[src/sv/tcw_col_div.sv]
// ============================================================================
// tcw_col_div
// Column unit: finds the column of a cell index by reciprocal multiplication.
// ============================================================================
module tcw_col_div #(
   parameter int DIVISOR = 80,
   parameter int DIVIDEND_W = 11
) (
   input  logic                          clock,
   input  logic                          reset,
   input  logic                          start,
   input  logic [DIVIDEND_W-1:0]         dividend,
   output logic                          done,
   output logic [$clog2(DIVISOR)-1:0]    remainder
);

   localparam int REM_W = $clog2(DIVISOR);
   // The rounded-up reciprocal with REM_W extra fraction bits gives the exact
   // quotient for every dividend of DIVIDEND_W bits.
   localparam int SHIFT = DIVIDEND_W + REM_W;
   localparam int RECIP_W = DIVIDEND_W + 2;
   localparam int PROD_W = DIVIDEND_W + RECIP_W;
   localparam longint RECIP =
      ((longint'(1) <<< SHIFT) + longint'(DIVISOR) - longint'(1)) / longint'(DIVISOR);

   logic                    done_ff, done_in;
   logic [REM_W-1:0]        rem_ff, rem_in;
   logic [PROD_W-1:0]       product;
   logic [PROD_W-SHIFT-1:0] quotient;
   logic [DIVIDEND_W-1:0]   back;
   logic [DIVIDEND_W-1:0]   diff;

   assign product = PROD_W'(dividend) * PROD_W'(RECIP);
   assign quotient = product[PROD_W-1:SHIFT];
   assign back = DIVIDEND_W'(quotient) * DIVIDEND_W'(DIVISOR);
   assign diff = dividend - back;

   always_comb begin
      done_in = start;
      rem_in = rem_ff;
      if (start) begin
         rem_in = diff[REM_W-1:0];
      end
   end

   always_ff @(posedge clock) begin
      if (reset) begin
         done_ff <= 1'b0;
      end else begin
         done_ff <= done_in;
      end
      rem_ff <= rem_in;
   end

   assign done = done_ff;
   assign remainder = rem_ff;

endmodule

[config.mk]
export PLATFORM = sky130hd
export DESIGN_NAME = tcw_col_div
export DESIGN_NICKNAME = d
export VERILOG_FILES = /design/src/sv/tcw_col_div.sv
export SDC_FILE = /design/constraint.sdc
export NUM_CORES = 1
export LEC_CHECK = 0
export ABC_CLOCK_PERIOD_IN_PS = 9020
export BUFFER_PORTS_ARGS = -buffer_cell sky130_fd_sc_hd__buf_2
export CAP_MARGIN = 20
export CORE_UTILIZATION = 61
export DETAILED_ROUTE_END_ITERATION = 16
export PLACE_DENSITY = 0.92
export SYNTH_ARGS = -nofsm -noshare
export SYNTH_HDL_FRONTEND = slang
export SYNTH_SLANG_ARGS = --single-unit
[constraint.sdc]
create_clock -name clock -period 9.02 [get_ports clock]
set_input_delay 1.804 -clock clock [delete_from_list [all_inputs] [get_ports clock]]
set_output_delay 1.804 -clock clock [all_outputs]
set_load 0.02 [all_outputs]
# After elaboration in Yosys (flattened, before gate mapping)
# Index checks and enable logic that the tools add are counted.
# Widths: inputs -> output; s select.
[totals]
ff_bits = 8
in_bits = 14
word_cells = 5
[classes]
addsub = 1
n_mul = 2
[op_table]
columns = ["cell", "n"]
rows = [
  ["$mul 11x12->23 const B", 1],
  ["$sub 7x7->7", 1],
  ["$mul 5x3->3 const B", 1],
]

# Depth between registers and ports, before layout
# Gate-level depths: netlist (run 1).
[logic_depth]
depth_word = 3
mapped_depth = 24
ltp_nobuf = 24

# Worst setup path before layout (run 1)
# OpenSTA, ideal clock, no wires.
[synth_timing]
path_type = "input port to flip-flop"
startpoint = "in dividend[9]"
endpoint = "reg rem_ff[6] (netlist: remainder[6]) (data pin)"
arrival_time_ns = 6.848
path_buffers = 0
path_slack_ns = 2.011
cell_stages = 22
t_required_ns = 8.858
path_cell_list = "inv_1 > ha_1 > fa_1 > inv_1 > fa_1 > fa_1 > inv_1 > fa_1 > inv_1 > ha_1 > and4_4 > a221oi_4 > o21ai_2 > nor2_1 > xnor2_1 > ha_1 > inv_1 > fa_1 > xnor2_1 > xnor2_1 > or4_1 > o2111ai_1"
[synth_between]
elab_chain_cells = 3
[synth_lines]
columns = ["item", "line_no", "source"]
rows = [
  ["start, declared", "12", "input logic [DIVIDEND_W-1:0] dividend,"],
  ["$mul 11x12->23", "33", "assign product = PROD_W'(dividend) * PROD_W'(RECIP);"],
  ["$mul 5x3->3", "35", "assign back = DIVIDEND_W'(quotient) * DIVIDEND_W'(DIVISOR);"],
  ["$sub 7x7->7", "36", "assign diff = dividend - back;"],
  ["via diff[6]", "31", "logic [DIVIDEND_W-1:0] diff;"],
  ["end signal, assigned", "52", "rem_ff <= rem_in;"],
  ["end, declared", "27", "logic [REM_W-1:0] rem_ff, rem_in;"],
]
# The timed path passes the listed nets, and every way through them passes these cells.
# A chain may end at the register's enable or synchronous reset.

# Worst setup path after layout (run 1)
# Same ends and word-level chain as after synthesis.

==> results of run 1 <==
## per-stage QoR
stage | utilization | power (W)
after floorplan | - | 0.000417
after global routing | 0.719 | 0.000649
after CTS | 0.719 | 0.000583
after global placement | 0.706 | 0.000499
final | 0.719 | 0.000584
after detailed placement | 0.706 | 0.000532
## final timing paths
check              startpoint      endpoint  slack (ns)
hold / removal          reset          done        1.73
setup / recovery  dividend[9]  remainder[6]        1.79
## sequential cells by signal, summed over array words and instances, names as in the netlist
register / flops
done: 1
remainder: 7
## synthesized netlist by cell type, drive strengths merged (2+ instances only)
master | number | area, µm²
o21ai | 2 | 13.8
o21a | 2 | 15.0
xnor2 | 8 | 70.1
a21o | 4 | 33.8
inv | 75 | 282
o211ai | 3 | 22.5
nor2b | 2 | 12.5
nor2 | 2 | 7.51
nand2 | 5 | 18.8
fa | 30 | 601
edfxtp | 7 | 210
ha | 63 | 788
a21oi | 4 | 23.8
## power groups by stage
stage | registers, W | logic, W | clock network [W]
2_1_floorplan | 0.0000726 | 0.000344 | 0
3_3_place_gp | 0.0000600 | 0.000439 | 0
3_5_place_dp | 0.0000599 | 0.000472 | 0
4_1_cts | 0.0000594 | 0.000479 | 0.0000449
5_1_grt | 0.0000601 | 0.000541 | 0.0000471
6_report | 0.0000593 | 0.000479 | 0.0000455
## layer usage
| layer | vias to the layer above | wire length [µm] |
|---|---|---|
| met5 | - | 0 |
| met4 | 0 | 164 |
| met3 | 19 | 229 |
| met2 | 51 | 2510 |
| met1 | 773 | 1870 |
| li1 | 761 | - |
## cell families (layout without fill, tap and decap cells)
kind of cell,after synthesis,after routing
DFF,8,8
adders and majority gates,93,93
and+or+nand+nor,17,17
xor gates and xnor gates,9,9
buffers and inverters,75,100
AOI/OAI and AO/OA,22,22
## cells in the final DEF, fill, tap and decap left out, types with 2 or more instances in the layout
cell type   n
buf_2      21
edfxtp_1    7
o211ai_1    3
xnor2_1     8
nand2_1     5
a21o_2      3
clkbuf_8    3
ha_1       63
nor2_1      2
a21oi_1     3
nor2b_1     2
inv_1      75
fa_1       30
o21a_1      2
## cell type report
cell class | count | share of cell area
multi-input combinational | 141 | 0.709
inverter | 75 | 0.114
sequential | 8 | 0.0930
clock buffer | 4 | 0.0182
timing repair buffer | 21 | 0.0424
tap | 46 | 0.0232
## critical path, delay by kind of cell
family	cells	cell delay [ns]
xor gates and xnor gates	3	0.47
and+or+nand+nor	3	0.86
buffers and inverters	6	0.39
AOI/OAI and AO/OA	3	0.51
adders and majority gates	8	3.27
==> results.md, run 1 <==
- Resized Gates After CTS: 0
- Final worst slack: 1.79 ns
- Total GRT Usage: 0.266
- Met3 GRT Util: 0.0201
- Startpoint Class: primary input
- Die height: 63.0 µm
- CTS Buf Count: 3
- Starting Density: 0.659
- Worst EP arrival: 7.30 ns
- Final Hold Vio Count: 0
- Syn Nets: between 300 and 400
- CTS HTree Levels: 1
- Worst Tran Pin Value: 0.348 ns
- Met1 usage: 0.299
- Psw: 0.000290 W
- Diode count: 0
- Fill cells: between 200 and 250
- CP max stage cell: fa_1
- Adder-Cell Fraction of Synth Area: 0.612
- Top FF cell, synth: edfxtp_1
- Top-level port count: 22
- Post-Synth Simple-Gate Area: 0.0458
- Post-synthesis cell type count: 33
- Core Rows: 21
- Max Fclk: 0.138 GHz
- Synth Area per Inst: 10.1 µm²
- DR WL/cell: between 15 and 20 µm
- # hold bufs at CTS: 0
- Compound-Gate Fraction of Synth Area: 0.0816
- Post-layout minimum cycle time: 7.23 ns
- Worst VDD drop: 0.000139 V
- CTS max path bufs: 2
- GR Overflow Total: 0
- Max-cap viol count: 0
- IO Port Bufs: 21
- Portion of netlist area occupied by mux cells: 0
- Final GP Congestion: roughly 0.93
- Clk pin slew, worst setup/hold paths: 0.04 ns
- Fraction of layout instances using a drive strength above 1: 0.137
- DIE AREA: 0.00397 mm²
- Post-synth EDFFs: 7
- Xor/xnor share of the synthesized area: 0.0347
- Fraction of registers with async set/reset: 0
- Core area: ~0.0034 mm²
- First-pass GRT wire length: 7990 µm
- DRT iter0 DRCs: 69
- Post-route ant nets: 0
- Initial antenna violation count: 0
- DR DRC count: 0
- Register Area: 230 µm²
- Clk pwr share: 0.078
- Hold depth: 2
- Placed insts: 291
- Main combinational cell family by area after synthesis: adder cells
- Chip width: about 63 µm
- Hold WS: between 1.5 and 2 ns
- Worst min path class: in -> reg
- Dpl cell area: around 0.0024 mm²
- CP Cell Sequence: buf_2, inv_1, ha_1, fa_1, inv_1, fa_1, fa_1, inv_1, fa_1, inv_1, ha_1, and4_4, a221oi_4, o21ai_2, nor2_1, xnor2_1, ha_1, inv_1, fa_1, xnor2_1, xnor2_1, or4_1, o2111ai_1
- Post-CTS Repair Setup Buffers: 0
- Clk sinks: 8
- Sequential power share: 0.102
- Multi-input gate area: 0.00176 mm²
- CP max FO: 4
- Int Pwr: approximately 0.0003 W
- DR vias/cell: 5.44
- First-pass DRT Iterations: 4
- Final setup vio count: 0
- Outcome: completed
- Post-DP HPWL: 4280 µm
- Synthesized flop and latch total: 8
- Max stage delay on crit path: 0.55 ns
- Leakage: approximately 1.4 nW
- Part of the power in combinational logic: 0.821
- Largest net degree at the start of global routing: 9
- Relative slew slack: 0.767
- Post-route cell area: 0.00248 mm²
- Max Slew Vio Count: 0
- Warnings from Yosys: 0
- Vias in the first global route: around 1800
- Dpl ws: about 1.6 ns
- Non-filler cells, final: 295
- Switch share: 0.496
- Cells after Synth: 224
- M2 GR Usage: 0.508
- Critical path capture point type: flip-flop
- Req. time, crit path: about 9.1 ns
- Kind of critical path: in -> reg
- Post-Syn Area: 0.00227 mm²
- Fin Setup TNS: 0 ns
- CTS tree: done
- GRT busiest layer: met2
- Final nets: 357
- Fin crit share: 0.802
- Final WL: 4770 µm
- Pwr per Cell Area: approximately 240 mW/mm²
- Register area share after synthesis: 0.101
- Via Count: 1604
- RSZ-0062 raised after global routing: no
- Layout area overhead: 9.16%
- CTS root buffer: clkbuf_8
Power figures use the tool's default switching activity.
==> inputs of run 2 (changes only) <==
--- a/config.mk
+++ b/config.mk
@@ -5,7 +5,7 @@
 export SDC_FILE = /design/constraint.sdc
 export NUM_CORES = 1
 export LEC_CHECK = 0
-export ABC_CLOCK_PERIOD_IN_PS = 9020
+export ABC_CLOCK_PERIOD_IN_PS = 6800
 export BUFFER_PORTS_ARGS = -buffer_cell sky130_fd_sc_hd__buf_2
 export CAP_MARGIN = 20
 export CORE_UTILIZATION = 61
==> constraint.sdc (replaced) <==
create_clock -name clock -period 6.8 [get_ports clock]
set_input_delay 1.36 -clock clock [delete_from_list [all_inputs] [get_ports clock]]
set_output_delay 1.36 -clock clock [all_outputs]
set_load 0.02 [all_outputs]
==> results.md, run 2 (synthesis gave the netlist of run 1 again) <==
- Critical path's most frequent cell: fa_1
- Core Rows: 21
- Worst Tran Pin Value: 0.383 ns
- Final nets: 367
- Via Count: 1738
- Largest net degree at the start of global routing: 9
- DIE AREA: 0.00397 mm²
- CTS max path bufs: 2
- Final GP Congestion: 0.935
- Max stage delay on crit path: 0.54 ns
- Post-layout minimum cycle time: 6.84 ns
- Int Pwr: ~0.00044 W
- Psw: 0.000434 W
- GR Overflow Total: 0
- CP max FO: 3
- Worst setup path endpoint: remainder[6]
- Post-route ant nets: 0
- Commonest non-fill, non-tap cells in the layout: inv_1 (75), ha_1 (57), fa_1 (30), buf_2 (21), buf_4 (10)
- Worst path top cell family by delay: adder cells
- Die height: 63.0 µm
- DRT iter0 DRCs: 251
- Leakage: 1.48 nW
- Core area: 0.00344 mm²
- Layout Utilization: 0.764
- Critical path capture point type: flip-flop
- DR WL/cell: 18.0 µm
- Worst Path Buf+Inv: 5
- Kind of critical path: in -> reg
- Outcome: finished, violations left
- Pwr per Cell Area: 333 mW/mm²
- Final WL: 5490 µm
- First-pass DRT Iterations: 4
- Relative slew slack: 0.743
- Clk pin slew, worst setup/hold paths: about 0.04 ns
- Diode count: 0
- Switch share: 0.496
- Max reg flops: 7
- Part of the power in combinational logic: 0.840
- Max-cap viol count: 0
- Non-filler cells, final: 305
- Layout area overhead: 15.9%
- Commonest non-fill, non-tap cell in the layout: inv_1
- Max Fclk: 0.146 GHz
- CP max stage cell: fa_1
- Fin crit share: 1.01
- Clk sinks: 8
- Worst path depth: 22
- CTS root buffer: clkbuf_8
- DR vias/cell: between 5 and 6
- CP Cell Sequence: buf_2, buf_4, ha_4, inv_1, fa_1, fa_1, inv_1, fa_1, fa_1, ha_1, and4_4, a221oi_4, o21ai_2, nor2_2, xnor2_1, ha_2, inv_1, fa_1, xnor2_1, xnor2_1, or4_1, o2111ai_1
- Placed insts: 300
- Top-level port count: 22
- Failing checks: setup timing
- DR DRC count: 0
- Vias in the first global route: 1753
- Post-DP HPWL: between 4000 and 5000 µm
- CTS Buf Count: 3
- First-pass GRT wire length: 7800 µm
- Fin Setup TNS: -0.0394 ns
- Worst EP arrival: 6.91 ns
- Sequential power share: 0.091
- CTS tree: done
- Total power draw: 0.000875 W
- Clk pwr share: 0.070
- IO Port Bufs: 21
- Final setup vio count: 1
- Max Slew Vio Count: 0
- Final worst slack: -0.0394 ns
- Startpoint Class: primary input
- Beginning of the critical path: dividend[6]
- Worst min path class: in -> reg
- Total GRT Usage: 0.256
- Worst VDD drop: 0.000217 V
- Initial antenna violation count: 0
- CTS HTree Levels: 1
- Final Hold Vio Count: 0
- Starting Density: 0.659
- Fraction of layout instances using a drive strength above 1: 0.201
- Req. time, crit path: 6.87 ns
- Chip width: 63.0 µm
==> run 2: per-stage QoR <==
step | hold slack, ns | setup slack, ns | area (µm²)
6_report | 1.32 | -0.0394 | 2630
3_3_place_gp | 1.52 | 0.0760 | 2500
2_1_floorplan | 1.43 | 0.235 | 2270
3_5_place_dp | 1.53 | -0.0534 | 2500
4_1_cts | 1.32 | 0.176 | 2540
5_1_grt | 1.31 | -0.197 | 2630
==> run 2: layout make-up <==
class | count | area (µm²)
clock buffers | 4 | 45.0
flip-flops and latches | 8 | 230
inverters | 75 | 282
fillers | 199 | 812
multi-input cells | 141 | 1840
well taps | 46 | 57.6
repair buffers | 31 | 180
==> run 2: what timing repair did <==
action / in CTS / in global routing
resized for setup: 0 / 9
hold buffers: 0 / 0
setup buffers: 0 / 1
setup endpoints to repair: 0 / 1
==> run 2: power by group through the flow <==
stage | Combinational [W] | Sequential, W | Clock, W
after floorplan | 0.000456 | 0.0000963 | 0
after detailed placement | 0.000649 | 0.0000802 | 0
final | 0.000735 | 0.0000792 | 0.0000611
after global placement | 0.000614 | 0.0000796 | 0
after CTS | 0.000653 | 0.0000796 | 0.0000610
after global routing | 0.000818 | 0.0000801 | 0.0000642
==> run 2: per-layer routing <==
metal  part of all wire  global-route usage  vias to the layer above  wire length, µm
met5                  0                   0                        -                0
met4              0.048               0.105                        0              261
met3              0.081              0.0401                       25              444
met2               0.50               0.440                      116             2750
met1               0.37               0.318                      816             2040
li1                   -                   -                      781                -
==> run 2: how the worst min path moves through the flow <==
stage | startpoint | endpoint | cells after the start
6_report | reset | done | 2
5_1_grt | reset | done | 2
4_1_cts | reset | done | 2
3_5_place_dp | reset | done | 2
3_3_place_gp | reset | done | 2
2_1_floorplan | reset | done | 1
==> inputs of run 3 (changes only) <==
--- a/config.mk
+++ b/config.mk
@@ -11,6 +11,7 @@
 export CORE_UTILIZATION = 61
 export DETAILED_ROUTE_END_ITERATION = 16
 export PLACE_DENSITY = 0.92
+export RECOVER_POWER = 100
 export SYNTH_ARGS = -nofsm -noshare
 export SYNTH_HDL_FRONTEND = slang
 export SYNTH_SLANG_ARGS = --single-unit
==> results.md, run 3 (synthesis gave the netlist of run 1 again) <==
- GR Overflow Total: 0
- Final worst slack: -0.0292 ns
- Fraction of layout instances using a drive strength above 1: 0.154
- Core area: between 0.003 and 0.004 mm²
- Critical path's most frequent cell: fa_1
- Critical path capture point type: flip-flop
- Multi-input gate area: 0.00184 mm²
- IO Port Bufs: 21
- Commonest non-fill, non-tap cell in the layout: inv_1
- Fin Setup TNS: -0.0292 ns
- Final setup vio count: 1
- Layout area overhead: 15.2%
- Commonest non-fill, non-tap cells in the layout: inv_1 (75), ha_1 (57), fa_1 (30), clkbuf_1 (13), buf_2 (10)
- Worst path top cell family by delay: adder cells
- Max Slew Vio Count: 0
- Final WL: 5480 µm
- Core Rows: 21
- Initial antenna violation count: 0
- First-pass GRT wire length: 7800 µm
- DR DRC count: 0
- CTS Buf Count: 3
- Worst EP arrival: 6.90 ns
- Worst path depth: 22
- Worst min path class: in -> reg
- First-pass DRT Iterations: 4
- Req. time, crit path: 6.87 ns
- Max Fclk: 0.146 GHz
- DRT iter0 DRCs: 249
- Fin crit share: 1.00
- Via Count: 1722
- Hold depth: 2
- Pwr per Cell Area: roughly 330 mW/mm²
- Max stage delay on crit path: 0.54 ns
- Final Hold Vio Count: 0
- Clk pin slew, worst setup/hold paths: ~0.040 ns
- Post-layout minimum cycle time: 6.83 ns
- CTS tree: done
- CP max stage cell: fa_1
- Startpoint Class: primary input
- DIE AREA: 0.00397 mm²
- CP max FO: 3
- CTS max path bufs: 2
- Dpl ws: -0.0534 ns
- CTS HTree Levels: 1
- Post-DP HPWL: 4180 µm
- Worst Tran Pin Value: 0.415 ns
- Chip width: 63.0 µm
- Non-filler cells, final: roughly 300
- Post-route ant nets: 0
- Register Area: 230 µm²
- Top-level port count: 22
- Max reg flops: 7
- Outcome: finished, violations left
- DR WL/cell: 18.0 µm
- DR vias/cell: 5.65
- Die height: 63.0 µm
- Max-cap viol count: 0
- Diode count: 0
- CTS root buffer: clkbuf_8
- Total GRT Usage: 0.256
- Placed insts: 300
- Worst VDD drop: 0.000216 V
- Worst Path Buf+Inv: 5
- Starting Density: 0.659
- # hold bufs at CTS: 0
- Largest net degree at the start of global routing: 9
- CP Cell Sequence: buf_2, buf_4, ha_4, inv_1, fa_1, fa_1, inv_1, fa_1, fa_1, ha_1, and4_4, a221oi_4, o21ai_2, nor2_2, xnor2_1, ha_2, inv_1, fa_1, xnor2_1, xnor2_1, or4_1, o2111ai_1
- Final GP Congestion: 0.935
- Failing checks: setup timing
- Fill cells: 212
- Vias in the first global route: approximately 1800
- Kind of critical path: in -> reg
- Final nets: 367
- Relative slew slack: 0.723
- Clk sinks: 8
- Layout Utilization: 0.759
- Leakage: 1.44 nW
-- run 3: layout make-up --
type	count	share of cell area
timing repair buffer	31	0.0623
clock buffer	4	0.0172
tap	46	0.0220
inverter	75	0.108
sequential	8	0.0881
multi-input combinational	141	0.703
-- run 3: layer usage --
metal | GRT usage | up-vias | wire (µm)
met1 | 0.318 | 819 | 2100
met4 | 0.105 | 0 | 228
li1 | - | 779 | -
met2 | 0.440 | 103 | 2780
met5 | 0 | - | 0
met3 | 0.0401 | 21 | 375
-- run 3: worst paths after layout --
check / start / end / slack, ns
setup / recovery: dividend[6] / remainder[6] / -0.03
hold / removal: reset / done / 1.32
-- run 3: what timing repair did --
| action | CTS | global route |
|---|---|---|
| resized for setup | 0 | 9 |
| setup endpoints to repair | 0 | 1 |
| setup buffers | 0 | 1 |
-- run 3: per-stage QoR --
stage / total power (W) / cell area (µm²) / hold slack (ns)
5_1_grt: 0.000959 / 2610 / 1.31
4_1_cts: 0.000794 / 2540 / 1.32
3_5_place_dp: 0.000729 / 2500 / 1.53
6_report: 0.000872 / 2610 / 1.32
3_3_place_gp: 0.000693 / 2500 / 1.52
2_1_floorplan: 0.000553 / 2270 / 1.43
-- run 3: power by group --
| group | switching, W | internal [W] |
|---|---|---|
| Combinational | 0.000411 | 0.000319 |
| Sequential | 0.00000293 | 0.0000767 |
| Clock | 0.0000204 | 0.0000408 |
